==> config.mk <==
export PLATFORM = sky130hd
export DESIGN_NAME = credit_priority_scheduler_unit
export DESIGN_NICKNAME = d
export VERILOG_FILES = /design/src/hw/rtl/cps_pkg.sv /design/src/hw/rtl/cps_ram.sv /design/src/hw/rtl/cps_seq.sv /design/src/hw/rtl/credit_priority_scheduler_unit.sv
export SDC_FILE = /design/constraint.sdc
export NUM_CORES = 1
export LEC_CHECK = 0
export ABC_AREA = 0
export BUFFER_PORTS_ARGS = -buffer_cell sky130_fd_sc_hd__buf_2
export CORE_ASPECT_RATIO = 1.5
export CORE_MARGIN = 1
export CORE_UTILIZATION = 50
export DETAILED_ROUTE_END_ITERATION = 6
export PLACE_DENSITY = 0.63
export SYNTH_ARGS = -nofsm -noshare
export SYNTH_HDL_FRONTEND = slang
export SYNTH_SLANG_ARGS = --single-unit
==> constraint.sdc <==
create_clock -name clk -period 5 [get_ports clk]
set_input_delay 0.75 -clock clk [delete_from_list [all_inputs] [get_ports clk]]
set_output_delay 0.75 -clock clk [all_outputs]
set_load 0.01 [all_outputs]
==> src/hw/rtl/cps_pkg.sv <==
// Package for the credit priority scheduler: payload structs, command codes,
// control word layout and the microcode table. No dependencies.

package cps_pkg;

	typedef struct packed {
		logic [1:0] command;
		logic [3:0] slot;
		logic [7:0] value;
	} cps_in_t;

	typedef struct packed {
		logic [3:0] selected_slot;
		logic       idle;
		logic       refilled;
	} cps_out_t;

	localparam logic [1:0] CMD_SCHED   = 2'd0;
	localparam logic [1:0] CMD_WR_BASE = 2'd1;
	localparam logic [1:0] CMD_WR_BLK  = 2'd2;

	localparam int STEP_W = 4;

	localparam logic [STEP_W-1:0] STEP_WAIT   = 4'd0;
	localparam logic [STEP_W-1:0] STEP_SSTART = 4'd1;
	localparam logic [STEP_W-1:0] STEP_SCAN   = 4'd2;
	localparam logic [STEP_W-1:0] STEP_CHK1   = 4'd3;
	localparam logic [STEP_W-1:0] STEP_RSTART = 4'd4;
	localparam logic [STEP_W-1:0] STEP_RSCAN  = 4'd5;
	localparam logic [STEP_W-1:0] STEP_CHK2   = 4'd6;
	localparam logic [STEP_W-1:0] STEP_RESULT = 4'd7;
	localparam logic [STEP_W-1:0] STEP_DEC    = 4'd8;
	localparam logic [STEP_W-1:0] STEP_WRBASE = 4'd9;
	localparam logic [STEP_W-1:0] STEP_WRBLK  = 4'd10;

	// How the step counter moves after the current control word.
	typedef enum logic [2:0] {
		SQ_NEXT,
		SQ_JUMP,
		SQ_DISPATCH,
		SQ_LOOP,
		SQ_FOUND,
		SQ_OUTWAIT
	} cps_seq_t;

	typedef struct packed {
		logic              take_in;
		logic              scan_clr;
		logic              scan_run;
		logic              use_base;
		logic              set_refill;
		logic              set_idle_nf;
		logic              dec;
		logic              wr_base;
		logic              wr_blk;
		logic              load_out;
		cps_seq_t          seq;
		logic [STEP_W-1:0] target;
	} cps_ctrl_t;

	typedef struct packed {
		logic       in_fire;
		logic [1:0] command;
		logic       scan_done;
		logic       found;
		logic       out_free;
	} cps_stat_t;

	function automatic cps_ctrl_t mc_word(logic [STEP_W-1:0] step);
		cps_ctrl_t w;
		w = '0;
		w.seq = SQ_NEXT;
		w.target = STEP_WAIT;
		case (step)
			STEP_WAIT: begin
				w.take_in = 1'b1;
				w.seq = SQ_DISPATCH;
			end
			STEP_SSTART: begin
				w.scan_clr = 1'b1;
			end
			STEP_SCAN: begin
				w.scan_run = 1'b1;
				w.seq = SQ_LOOP;
			end
			STEP_CHK1: begin
				w.seq = SQ_FOUND;
				w.target = STEP_DEC;
			end
			STEP_RSTART: begin
				w.scan_clr = 1'b1;
				w.set_refill = 1'b1;
			end
			STEP_RSCAN: begin
				w.scan_run = 1'b1;
				w.use_base = 1'b1;
				w.seq = SQ_LOOP;
			end
			STEP_CHK2: begin
				w.set_idle_nf = 1'b1;
				w.seq = SQ_FOUND;
				w.target = STEP_DEC;
			end
			STEP_RESULT: begin
				w.load_out = 1'b1;
				w.seq = SQ_OUTWAIT;
				w.target = STEP_WAIT;
			end
			STEP_DEC: begin
				w.dec = 1'b1;
				w.seq = SQ_JUMP;
				w.target = STEP_RESULT;
			end
			STEP_WRBASE: begin
				w.wr_base = 1'b1;
				w.seq = SQ_JUMP;
				w.target = STEP_RESULT;
			end
			STEP_WRBLK: begin
				w.wr_blk = 1'b1;
				w.seq = SQ_JUMP;
				w.target = STEP_RESULT;
			end
			default: begin
				w.seq = SQ_JUMP;
				w.target = STEP_WAIT;
			end
		endcase
		return w;
	endfunction

endpackage

==> src/hw/rtl/cps_ram.sv <==
// Generic single-write, single-read RAM with a registered read port.
// No dependencies.

module cps_ram #(
	parameter int WIDTH = 8,
	parameter int DEPTH = 16
) (
	input  logic                                 clk,
	input  logic                                 we,
	input  logic [(DEPTH > 1 ? $clog2(DEPTH) : 1)-1:0] waddr,
	input  logic [WIDTH-1:0]                     wdata,
	input  logic [(DEPTH > 1 ? $clog2(DEPTH) : 1)-1:0] raddr,
	output logic [WIDTH-1:0]                     rdata
);

	logic [WIDTH-1:0] mem [DEPTH];

	always_ff @(posedge clk) begin
		if (we) begin
			mem[waddr] <= wdata;
		end
		rdata <= mem[raddr];
	end

endmodule

==> src/hw/rtl/cps_seq.sv <==
// Microcode sequencer of the credit priority scheduler: step counter, control
// word lookup and conditional jumps. Depends on cps_pkg.

module cps_seq (
	input  logic                clk,
	input  logic                arst_n,
	input  cps_pkg::cps_stat_t  stat,
	output cps_pkg::cps_ctrl_t  ctrl
);

	logic [cps_pkg::STEP_W-1:0] step_q;
	logic [cps_pkg::STEP_W-1:0] step_d;
	cps_pkg::cps_ctrl_t         cw;

	always_ff @(posedge clk or negedge arst_n) begin
		if (!arst_n) begin
			step_q <= cps_pkg::STEP_WAIT;
		end else begin
			step_q <= step_d;
		end
	end

	always_comb begin
		cw = cps_pkg::mc_word(step_q);
		step_d = step_q;
		case (cw.seq)
			cps_pkg::SQ_NEXT: step_d = step_q + 4'd1;
			cps_pkg::SQ_JUMP: step_d = cw.target;
			cps_pkg::SQ_DISPATCH: begin
				if (stat.in_fire) begin
					case (stat.command)
						cps_pkg::CMD_SCHED:   step_d = cps_pkg::STEP_SSTART;
						cps_pkg::CMD_WR_BASE: step_d = cps_pkg::STEP_WRBASE;
						cps_pkg::CMD_WR_BLK:  step_d = cps_pkg::STEP_WRBLK;
						default:              step_d = cps_pkg::STEP_RESULT;
					endcase
				end
			end
			cps_pkg::SQ_LOOP: step_d = stat.scan_done ? step_q + 4'd1 : step_q;
			cps_pkg::SQ_FOUND: step_d = stat.found ? cw.target : step_q + 4'd1;
			cps_pkg::SQ_OUTWAIT: step_d = stat.out_free ? cw.target : step_q;
			default: step_d = cps_pkg::STEP_WAIT;
		endcase
		ctrl = cw;
	end

endmodule

==> src/hw/rtl/credit_priority_scheduler_unit.sv <==
// Top level of the credit priority scheduler: slot stores, scan datapath and
// result register. Depends on cps_pkg, cps_ram and cps_seq.
//
//   channel | signals                     | payload
//   --------+-----------------------------+-------------------------------
//   input   | in_valid, in_ready, in_data | cps_in_t: command, slot, value
//   output  | out_valid, out_ready, out_data | cps_out_t: slot, idle, refilled
//
// A schedule command runs a scan pass from acceptance to result, plus a
// refill pass when one is needed (without the credit decrement when it ends
// idle); each pass reads one slot a cycle from the slot RAMs. Writes and the
// unused command run no pass.
// After reset every store reads as zero through per-entry valid flops, so no
// clearing pass is run. A new transaction is taken while a result waits in
// the output register; the result step stalls only if that register is full.

module credit_priority_scheduler_unit #(
	parameter int NUM_SLOTS = 16
) (
	input  logic              clk,
	input  logic              arst_n,
	input  logic              in_valid,
	output logic              in_ready,
	input  cps_pkg::cps_in_t  in_data,
	output logic              out_valid,
	input  logic              out_ready,
	output cps_pkg::cps_out_t out_data
);

	localparam int AW    = NUM_SLOTS > 1 ? $clog2(NUM_SLOTS) : 1;
	localparam int CNT_W = $clog2(NUM_SLOTS + 1);

	cps_pkg::cps_ctrl_t ctrl;
	cps_pkg::cps_stat_t stat;

	cps_pkg::cps_in_t  in_q;
	cps_pkg::cps_out_t out_q;
	logic              out_valid_q;

	logic [CNT_W-1:0] cnt_q;
	logic             rd_pend_s1;
	logic [AW-1:0]    rd_addr_s1;
	logic [AW-1:0]    rd_addr;
	logic             scan_done;

	logic [7:0]    top_q;
	logic [AW-1:0] best_q;
	logic          found_q;
	logic          idle_q;
	logic          refill_q;

	logic [NUM_SLOTS-1:0] cred_vld_q;
	logic [NUM_SLOTS-1:0] base_vld_q;
	logic [NUM_SLOTS-1:0] blk_vld_q;

	logic [7:0] cred_dout;
	logic [7:0] base_dout;
	logic [0:0] blk_dout;
	logic [7:0] cred_rd;
	logic [7:0] base_rd;
	logic       blk_rd;
	logic [7:0] cand;
	logic       better;

	logic          cred_we;
	logic [AW-1:0] cred_waddr;
	logic [7:0]    cred_wdata;
	logic          base_we;
	logic          blk_we;

	logic [6:0]    slot_x;
	logic          slot_ok;
	logic [AW-1:0] wr_slot;
	logic [6:0]    best_x;
	logic          in_fire;
	logic          out_free;

	cps_seq u_seq (
		.clk    (clk),
		.arst_n (arst_n),
		.stat   (stat),
		.ctrl   (ctrl)
	);

	assign in_ready  = ctrl.take_in;
	assign in_fire   = in_valid & ctrl.take_in;
	assign out_free  = !out_valid_q || out_ready;
	assign scan_done = (cnt_q == CNT_W'(NUM_SLOTS));

	always_comb begin
		stat.in_fire   = in_fire;
		stat.command   = in_data.command;
		stat.scan_done = scan_done;
		stat.found     = found_q;
		stat.out_free  = out_free;
	end

	assign slot_x  = {3'b000, in_q.slot};
	assign slot_ok = (slot_x < 7'(NUM_SLOTS));
	assign wr_slot = slot_x[AW-1:0];
	assign best_x  = 7'(best_q);
	assign rd_addr = cnt_q[AW-1:0];

	// Entries never written read as zero, matching the reset state.
	always_comb begin
		cred_rd = cred_vld_q[rd_addr_s1] ? cred_dout : 8'd0;
		base_rd = base_vld_q[rd_addr_s1] ? base_dout : 8'd0;
		blk_rd  = blk_vld_q[rd_addr_s1] ? blk_dout[0] : 1'b0;
		cand    = ctrl.use_base ? base_rd : cred_rd;
		better  = rd_pend_s1 && !blk_rd && (cand > top_q);
	end

	// In the refill pass the credit of each runnable slot is reloaded as it
	// is compared, so the second pick runs in the same pass.
	always_comb begin
		cred_we    = 1'b0;
		cred_waddr = rd_addr_s1;
		cred_wdata = base_rd;
		if (ctrl.dec) begin
			cred_we    = 1'b1;
			cred_waddr = best_q;
			cred_wdata = top_q - 8'd1;
		end else if (rd_pend_s1 && ctrl.use_base && !blk_rd) begin
			cred_we = 1'b1;
		end
		base_we = ctrl.wr_base && slot_ok;
		blk_we  = ctrl.wr_blk && slot_ok;
	end

	cps_ram #(.WIDTH(8), .DEPTH(NUM_SLOTS)) u_cred_ram (
		.clk   (clk),
		.we    (cred_we),
		.waddr (cred_waddr),
		.wdata (cred_wdata),
		.raddr (rd_addr),
		.rdata (cred_dout)
	);

	cps_ram #(.WIDTH(8), .DEPTH(NUM_SLOTS)) u_base_ram (
		.clk   (clk),
		.we    (base_we),
		.waddr (wr_slot),
		.wdata (in_q.value),
		.raddr (rd_addr),
		.rdata (base_dout)
	);

	cps_ram #(.WIDTH(1), .DEPTH(NUM_SLOTS)) u_blk_ram (
		.clk   (clk),
		.we    (blk_we),
		.waddr (wr_slot),
		.wdata (in_q.value[0]),
		.raddr (rd_addr),
		.rdata (blk_dout)
	);

	always_ff @(posedge clk or negedge arst_n) begin
		if (!arst_n) begin
			cred_vld_q <= '0;
			base_vld_q <= '0;
			blk_vld_q  <= '0;
		end else begin
			if (cred_we) begin
				cred_vld_q[cred_waddr] <= 1'b1;
			end
			if (base_we) begin
				base_vld_q[wr_slot] <= 1'b1;
			end
			if (blk_we) begin
				blk_vld_q[wr_slot] <= 1'b1;
			end
		end
	end

	always_ff @(posedge clk) begin
		if (in_fire) begin
			in_q <= in_data;
		end
		rd_addr_s1 <= rd_addr;
		if (ctrl.scan_clr || in_fire) begin
			top_q  <= 8'd0;
			best_q <= '0;
		end else if (better) begin
			top_q  <= cand;
			best_q <= rd_addr_s1;
		end
		if (ctrl.load_out && out_free) begin
			out_q.selected_slot <= found_q ? best_x[3:0] : 4'd0;
			out_q.idle          <= idle_q;
			out_q.refilled      <= refill_q;
		end
	end

	always_ff @(posedge clk or negedge arst_n) begin
		if (!arst_n) begin
			cnt_q       <= '0;
			rd_pend_s1  <= 1'b0;
			found_q     <= 1'b0;
			idle_q      <= 1'b0;
			refill_q    <= 1'b0;
			out_valid_q <= 1'b0;
		end else begin
			rd_pend_s1 <= ctrl.scan_run && !scan_done;
			if (ctrl.scan_clr) begin
				cnt_q <= '0;
			end else if (ctrl.scan_run && !scan_done) begin
				cnt_q <= cnt_q + 1'b1;
			end
			if (ctrl.scan_clr || in_fire) begin
				found_q <= 1'b0;
			end else if (better) begin
				found_q <= 1'b1;
			end
			if (in_fire) begin
				idle_q   <= 1'b0;
				refill_q <= 1'b0;
			end else begin
				if (ctrl.set_idle_nf && !found_q) begin
					idle_q <= 1'b1;
				end
				if (ctrl.set_refill) begin
					refill_q <= 1'b1;
				end
			end
			if (ctrl.load_out && out_free) begin
				out_valid_q <= 1'b1;
			end else if (out_ready) begin
				out_valid_q <= 1'b0;
			end
		end
	end

	assign out_valid = out_valid_q;
	assign out_data  = out_q;

endmodule
Yosys cells after proc, flatten, opt, wreduce, memory -nomap -nowiden
Memory sizes are Yosys's and may differ from the RTL's. A register that Yosys moved wholly into a read port is not among the register bits. Index checks and enable logic that the tools add are counted.

Bits in registers: 96. Latch bits: 0. Memory bits (writable): 272. ROM bits: 0. Bits of input ports: 18. Output and inout port bits: 8. Logic and storage cells: 138. Memories kept: 3.

Add/sub/neg operators: 3. Multipliers: 0. Div/mod/pow operators: 0. Magnitude comparators: 7. Equality and inequality tests: 21. Shift-type cells: 0. Multiplexer cells: 52. Bitwise operators: 4. Reduce and logical (&&, ||, !) cells: 30.

Memories: u_base_ram.mem (words 16, width 8, read ports 1, clocked after memory_dff 1, write ports 1, RTL line cps_ram.sv:16) `logic [WIDTH-1:0] mem [DEPTH];`; u_cred_ram.mem (words 16, width 8, read ports 1, clocked after memory_dff 1, write ports 1, RTL line cps_ram.sv:16); u_blk_ram.mem (words 16, width 1, read ports 1, clocked after memory_dff 1, write ports 1, RTL line cps_ram.sv:16).

Operator list (count): $or 16x16->16 (3); $mux 1 (32); $mux 8 (4); $pmux 4 s6 (1); $lt 4x5->1 const B (4); $mux 4 (5); $eq 4x3->1 const B (4); $pmux 3 s5 (1); $bmux 1 s4 (3); $eq 4x4->1 const B (3); $pmux 4 s3 (1); $logic_and 1x1->1 (11); $mux 5 (2); $reduce_bool 2->1 (5); $demux 1 s4 (2); $eq 4x2->1 const B (2); $ge 4x1->1 const B (2); $gt 8x8->1 (1); $pmux 4 s2 (1); $sub 8x1->8 const B (1); $eq 3x2->1 const B (2); $eq 3x3->1 const B (2); $ne 2x2->1 const B (3); $reduce_or 2->1 (3); other kinds (15) (19).

Depth between registers and ports, before layout
Depth after elaboration: 9. Mapped depth: 15. Mapped depth without buffers: 13.

Hierarchy
A second synthesis with hierarchy kept.

Cell total of the unflattened synthesis: 956. Area, all modules: 15945.3 um^2.

By module, submodules not included: cps_ram (u_base_ram ...) (times used 2, cells each 229, area an instance 5147.4 um^2, sequential area each 4003.8 um^2); credit_priority_scheduler_unit (times used 1, cells each 368, area an instance 4264.1 um^2, sequential area each 2312.2 um^2); cps_ram (u_blk_ram) (times used 1, cells each 47, area an instance 745.7 um^2, sequential area each 500.5 um^2); cps_seq (times used 1, cells each 83, area an instance 640.6 um^2, sequential area each 100.1 um^2).

Worst setup path after synthesis
OpenSTA, ideal clock, no wires.

Kind: register to register. Start point: register rd_addr_s1[1]. End point: register top_q[2]. Setup time: 0.089 ns. Data arrival time: 3.381 ns. Data required time: 4.911 ns. Slack: 1.530 ns. Stages on the path, launching flop included: 14. Path buffers: 2. Clock period less this slack: 3.470 ns. Cell sequence: dfxtp_1 > buf_2 > buf_2 > mux4_2 > o211a_1 > a22o_1 > o21ai_1 > nand2_1 > ha_1 > a21oi_1 > a31oi_1 > o31ai_1 > nor2_4 > a311oi_2.

Cells in the longest elaborated chain, start to end: 6. Elaborated cells between the ends (all ways): 14. Those cells by class: order compare (1); mux (10); reduce/logical (3).

Ends and longest elaborated chain: start, declared (RTL line credit_priority_scheduler_unit.sv:42) `logic [AW-1:0] rd_addr_s1;`; start signal, assigned (RTL line credit_priority_scheduler_unit.sv:179) `rd_addr_s1 <= rd_addr;`; $bmux 1 s4, on equally long branches (RTL line credit_priority_scheduler_unit.sv:106, credit_priority_scheduler_unit.sv:107); $mux 1, on equally long branches (RTL line credit_priority_scheduler_unit.sv:106, credit_priority_scheduler_unit.sv:107); $mux 8, on equally long branches (RTL line credit_priority_scheduler_unit.sv:106, credit_priority_scheduler_unit.sv:107); $mux 8 * (RTL line credit_priority_scheduler_unit.sv:109) `cand = ctrl.use_base ? base_rd : cred_rd;`; net cand[3] (RTL line credit_priority_scheduler_unit.sv:62) `logic [7:0] cand;`; $gt 8x8->1 * (RTL line credit_priority_scheduler_unit.sv:110) `better = rd_pend_s1 && !blk_rd && (cand > top_q);`; $logic_and 1x1->1 * (RTL line credit_priority_scheduler_unit.sv:110); end signal, assigned (RTL line credit_priority_scheduler_unit.sv:184) `top_q <= cand;`; end, declared (RTL line credit_priority_scheduler_unit.sv:46) `logic [7:0] top_q;`.

The timed path passes the listed nets; every way through them passes the cells marked *. The select of a mux whose other input is x is not followed. A chain may end at the register's enable or synchronous reset.

Final worst setup path
Start point: register rd_addr_s1[1]. End point: register top_q[4].

Same word-level chain as after synthesis.

==> results.ini <==
[synth]
syn_area_um2 = 15800
yosys.cell_count.top_type = edfxtp_1
synth-seq-area-share = 0.692
syn_inst = 911
ys.flop_type = edfxtp_1
synth_area_leader_cell = edfxtp_1
syn-num-nets = 947
async_flop_share = 0.161
synth_edf_count = 290
synth_cell_types = 67
synth_area_per_cell_um2 = 17.3
ys_ff_latch = 385
synth-warning-count = 0
synthTopCellsByCount = edfxtp_1 (290), mux4_2 (94), nor2_1 (67)
netlist_top_cells_area = edfxtp_1 (55%), mux4_2 (13%), dfrtp_1 (9.8%)
synth_top_area_frac = 0.552

[global_routing]
antenna_found_initial = 1
globalRouteOverflowTotal = 0
grt_max_degree = 63
grt_usage = 0.218
grt_pass1_wl_um = 50900
grt_pass1_vias = 8487

[setup_path]
end_kind = flop
required_ns = 5.43
crit_fanout = 16
cp.arrival_ns = 4.55
worst-path-buf-inv = 0
r2r_cells = 11
ff2ff_setup_slack_ns = 0.88
max_stage_delay_ns = 0.82
critPathTopFamily = compound AO/OA/AOI/OAI gates
slowest_stage = dfxtp_1
startpoint_type = flop
regToRegEndpoint = top_q[4]
path_cells = mux4_2, o211a_1, a22o_1, o21ai_1, nand2_1, ha_1, a21oi_1, a31oi_1, o31ai_1, nor2_4, a311oi_2
r2r-start = rd_addr_s1[1]
criticalPathCategory = reg -> reg

[timing]
fmax_ghz = 0.243
timing.final.crit_share = 0.824
rsz0062_at_grt = no
period_minus_slack_ns = 4.12
skew_ns = 0.0182
setup_tns_ns = 0
setup_slack_ns = 0.879
setup_viol = 0
worst_pin_slew_ns = 1.15
final_hold_viol_count = 0
slew_viol_final = 0
slew_headroom = 0.231

[cts]
clock_latency_ns = 0.54
hold_buffers = 0
cts_sinks = 385
numCtsBuffers = 36
cts_tree = done
cts_setup_buffers = 0
ctsResizeCount = 0
clock_path_buffers = 3
clk_pin_slew_ns = 0.07
htreeDepth = 2
cts-root-buf = clkbuf_16

[die]
dieHeight_um = 220
start_util = 0.509
fp-row-count = 79
die-area_um2 = 32300
core-area_um2 = 31000
io_pins = 26
die_w_um = 147

[layout]
syn2layout_area_growth_pct = 11.4
layout-drive-gt1-share = 0.278
diodes = 0
finalNetCount = 995

[place]
dp_hpwl_um = 21900
io_buffers = 25
place_ws_ns = 0.908
place.gp.congestion = 0.891

[routing]
ant_nets = 0
vias_per_cell = 5.83
avgRoutedWirePerCell_um = 24.2
drcViolationCount = 0
vias = 8101
finalWirelength_um = 33700
drtIter0Drc = 541
dr.pass1.iters = 5

[pwr]
p_per_area_nw_per_um2 = 514
power_leakage_nw = 6.14
irDropWorstVdd_v = 0.000378
power_mw = 9.04

[min_path]
min_path_type = in -> async

[run_status]
run_status = complete, no violations

[run]
timing.max_cap.violations = 0

logic make-up after synthesis:
family / Yosys count / synth area share
multiplexers: 105 / 0.141
flip-flops: 385 / 0.692
buffers and inverters: 67 / 0.0194
adder cells (fa/ha/maj): 18 / 0.0143
XOR/XNOR: 11 / 0.00610
AND/OR/NAND/NOR: 212 / 0.0688
AO/OA/AOI/OAI: 113 / 0.0584
sequential cells by signal, summed over array words and instances (netlist names), 4 cells and up:
signal,flops
rd_addr_s1,4
cnt_q,5
in_q,8
u_cred_ram.rdata,8
cred_vld_q,16
top_q,8
base_vld_q,16
u_blk_ram.mem,16
u_base_ram.mem,128
blk_vld_q,16
u_cred_ram.mem,128
u_base_ram.rdata,8
out_data,6
u_seq.step_q,4
wr_slot,4
best_q,4
through the flow:
stage	cell area (um^2)	std cells	utilization	hold WS, ns
after global placement	16400	1326	0.530	0.444
after CTS	17600	1390	0.567	0.368
final	17600	1390	0.567	0.390
after global routing	17600	1390	0.567	0.368
after floorplan	15800	911	-	0.366
after detailed placement	16400	1326	0.530	0.449
per-layer routing:
layer,up-vias,wire (um),track usage
li1,3659,-,-
met3,78,1370,0.0315
met2,190,18100,0.396
met5,-,0,0
met4,0,1330,0.0962
met1,4174,12900,0.256
cell usage in the layout (no fill, tap or decap), types with 18 or more instances in the layout:
| cell type | netlist | routed |
|---|---|---|
| buf_2 | 14 | 25 |
| dfrtp_1 | 62 | 60 |
| dfxtp_1 | 33 | 33 |
| mux4_2 | 94 | 94 |
| clkbuf_16 | 0 | 37 |
| ha_1 | 18 | 18 |
| inv_1 | 20 | 20 |
| edfxtp_1 | 290 | 290 |
| or2_2 | 35 | 35 |
| o21ai_0 | 20 | 20 |
| nor2_1 | 67 | 67 |
| nand2_1 | 41 | 41 |
| buf_4 | 0 | 32 |
cell type report:
type | count | area (um^2)
Tap cell | 405 | 507
Clock buffer | 48 | 977
Multi-Input combinational cell | 459 | 4560
Inverter | 20 | 75.1
Clock inverter | 16 | 179
Sequential cell | 385 | 10900
Timing Repair Buffer | 57 | 365
Fill cell | 2426 | 13400
worst register-to-register path, stage by stage, from the launching register on:
cell and delay [ns]:
dfxtp_1 0.82, mux4_2 0.59, o211a_1 0.23, a22o_1 0.31, o21ai_1 0.24, nand2_1 0.12, ha_1 0.34, a21oi_1 0.17
a31oi_1 0.12, o31ai_1 0.60, nor2_4 0.17, a311oi_2 0.31
how the worst max path moves through the flow:
stage / start / endpoint / cells after the start
6_report: rd_addr_s1[1] / top_q[4] / 11
5_1_grt: rd_addr_s1[1] / top_q[7] / 11
4_1_cts: rd_addr_s1[1] / top_q[4] / 11
3_5_place_dp: rd_addr_s1[1] / top_q[4] / 11
3_3_place_gp: rd_addr_s1[1] / top_q[3] / 11
2_1_floorplan: rd_addr_s1[1] / top_q[2] / 13
power breakdown:
group	switching (mW)	total, mW	internal, mW	leakage, nW
Clock	1.17	2.71	1.55	0.567
Sequential	0.307	4.22	3.92	3.75
Combinational	1.17	2.11	0.931	1.83
Total	2.65	9.04	6.39	6.14
Note: power is estimated with default switching activity, not from simulation.
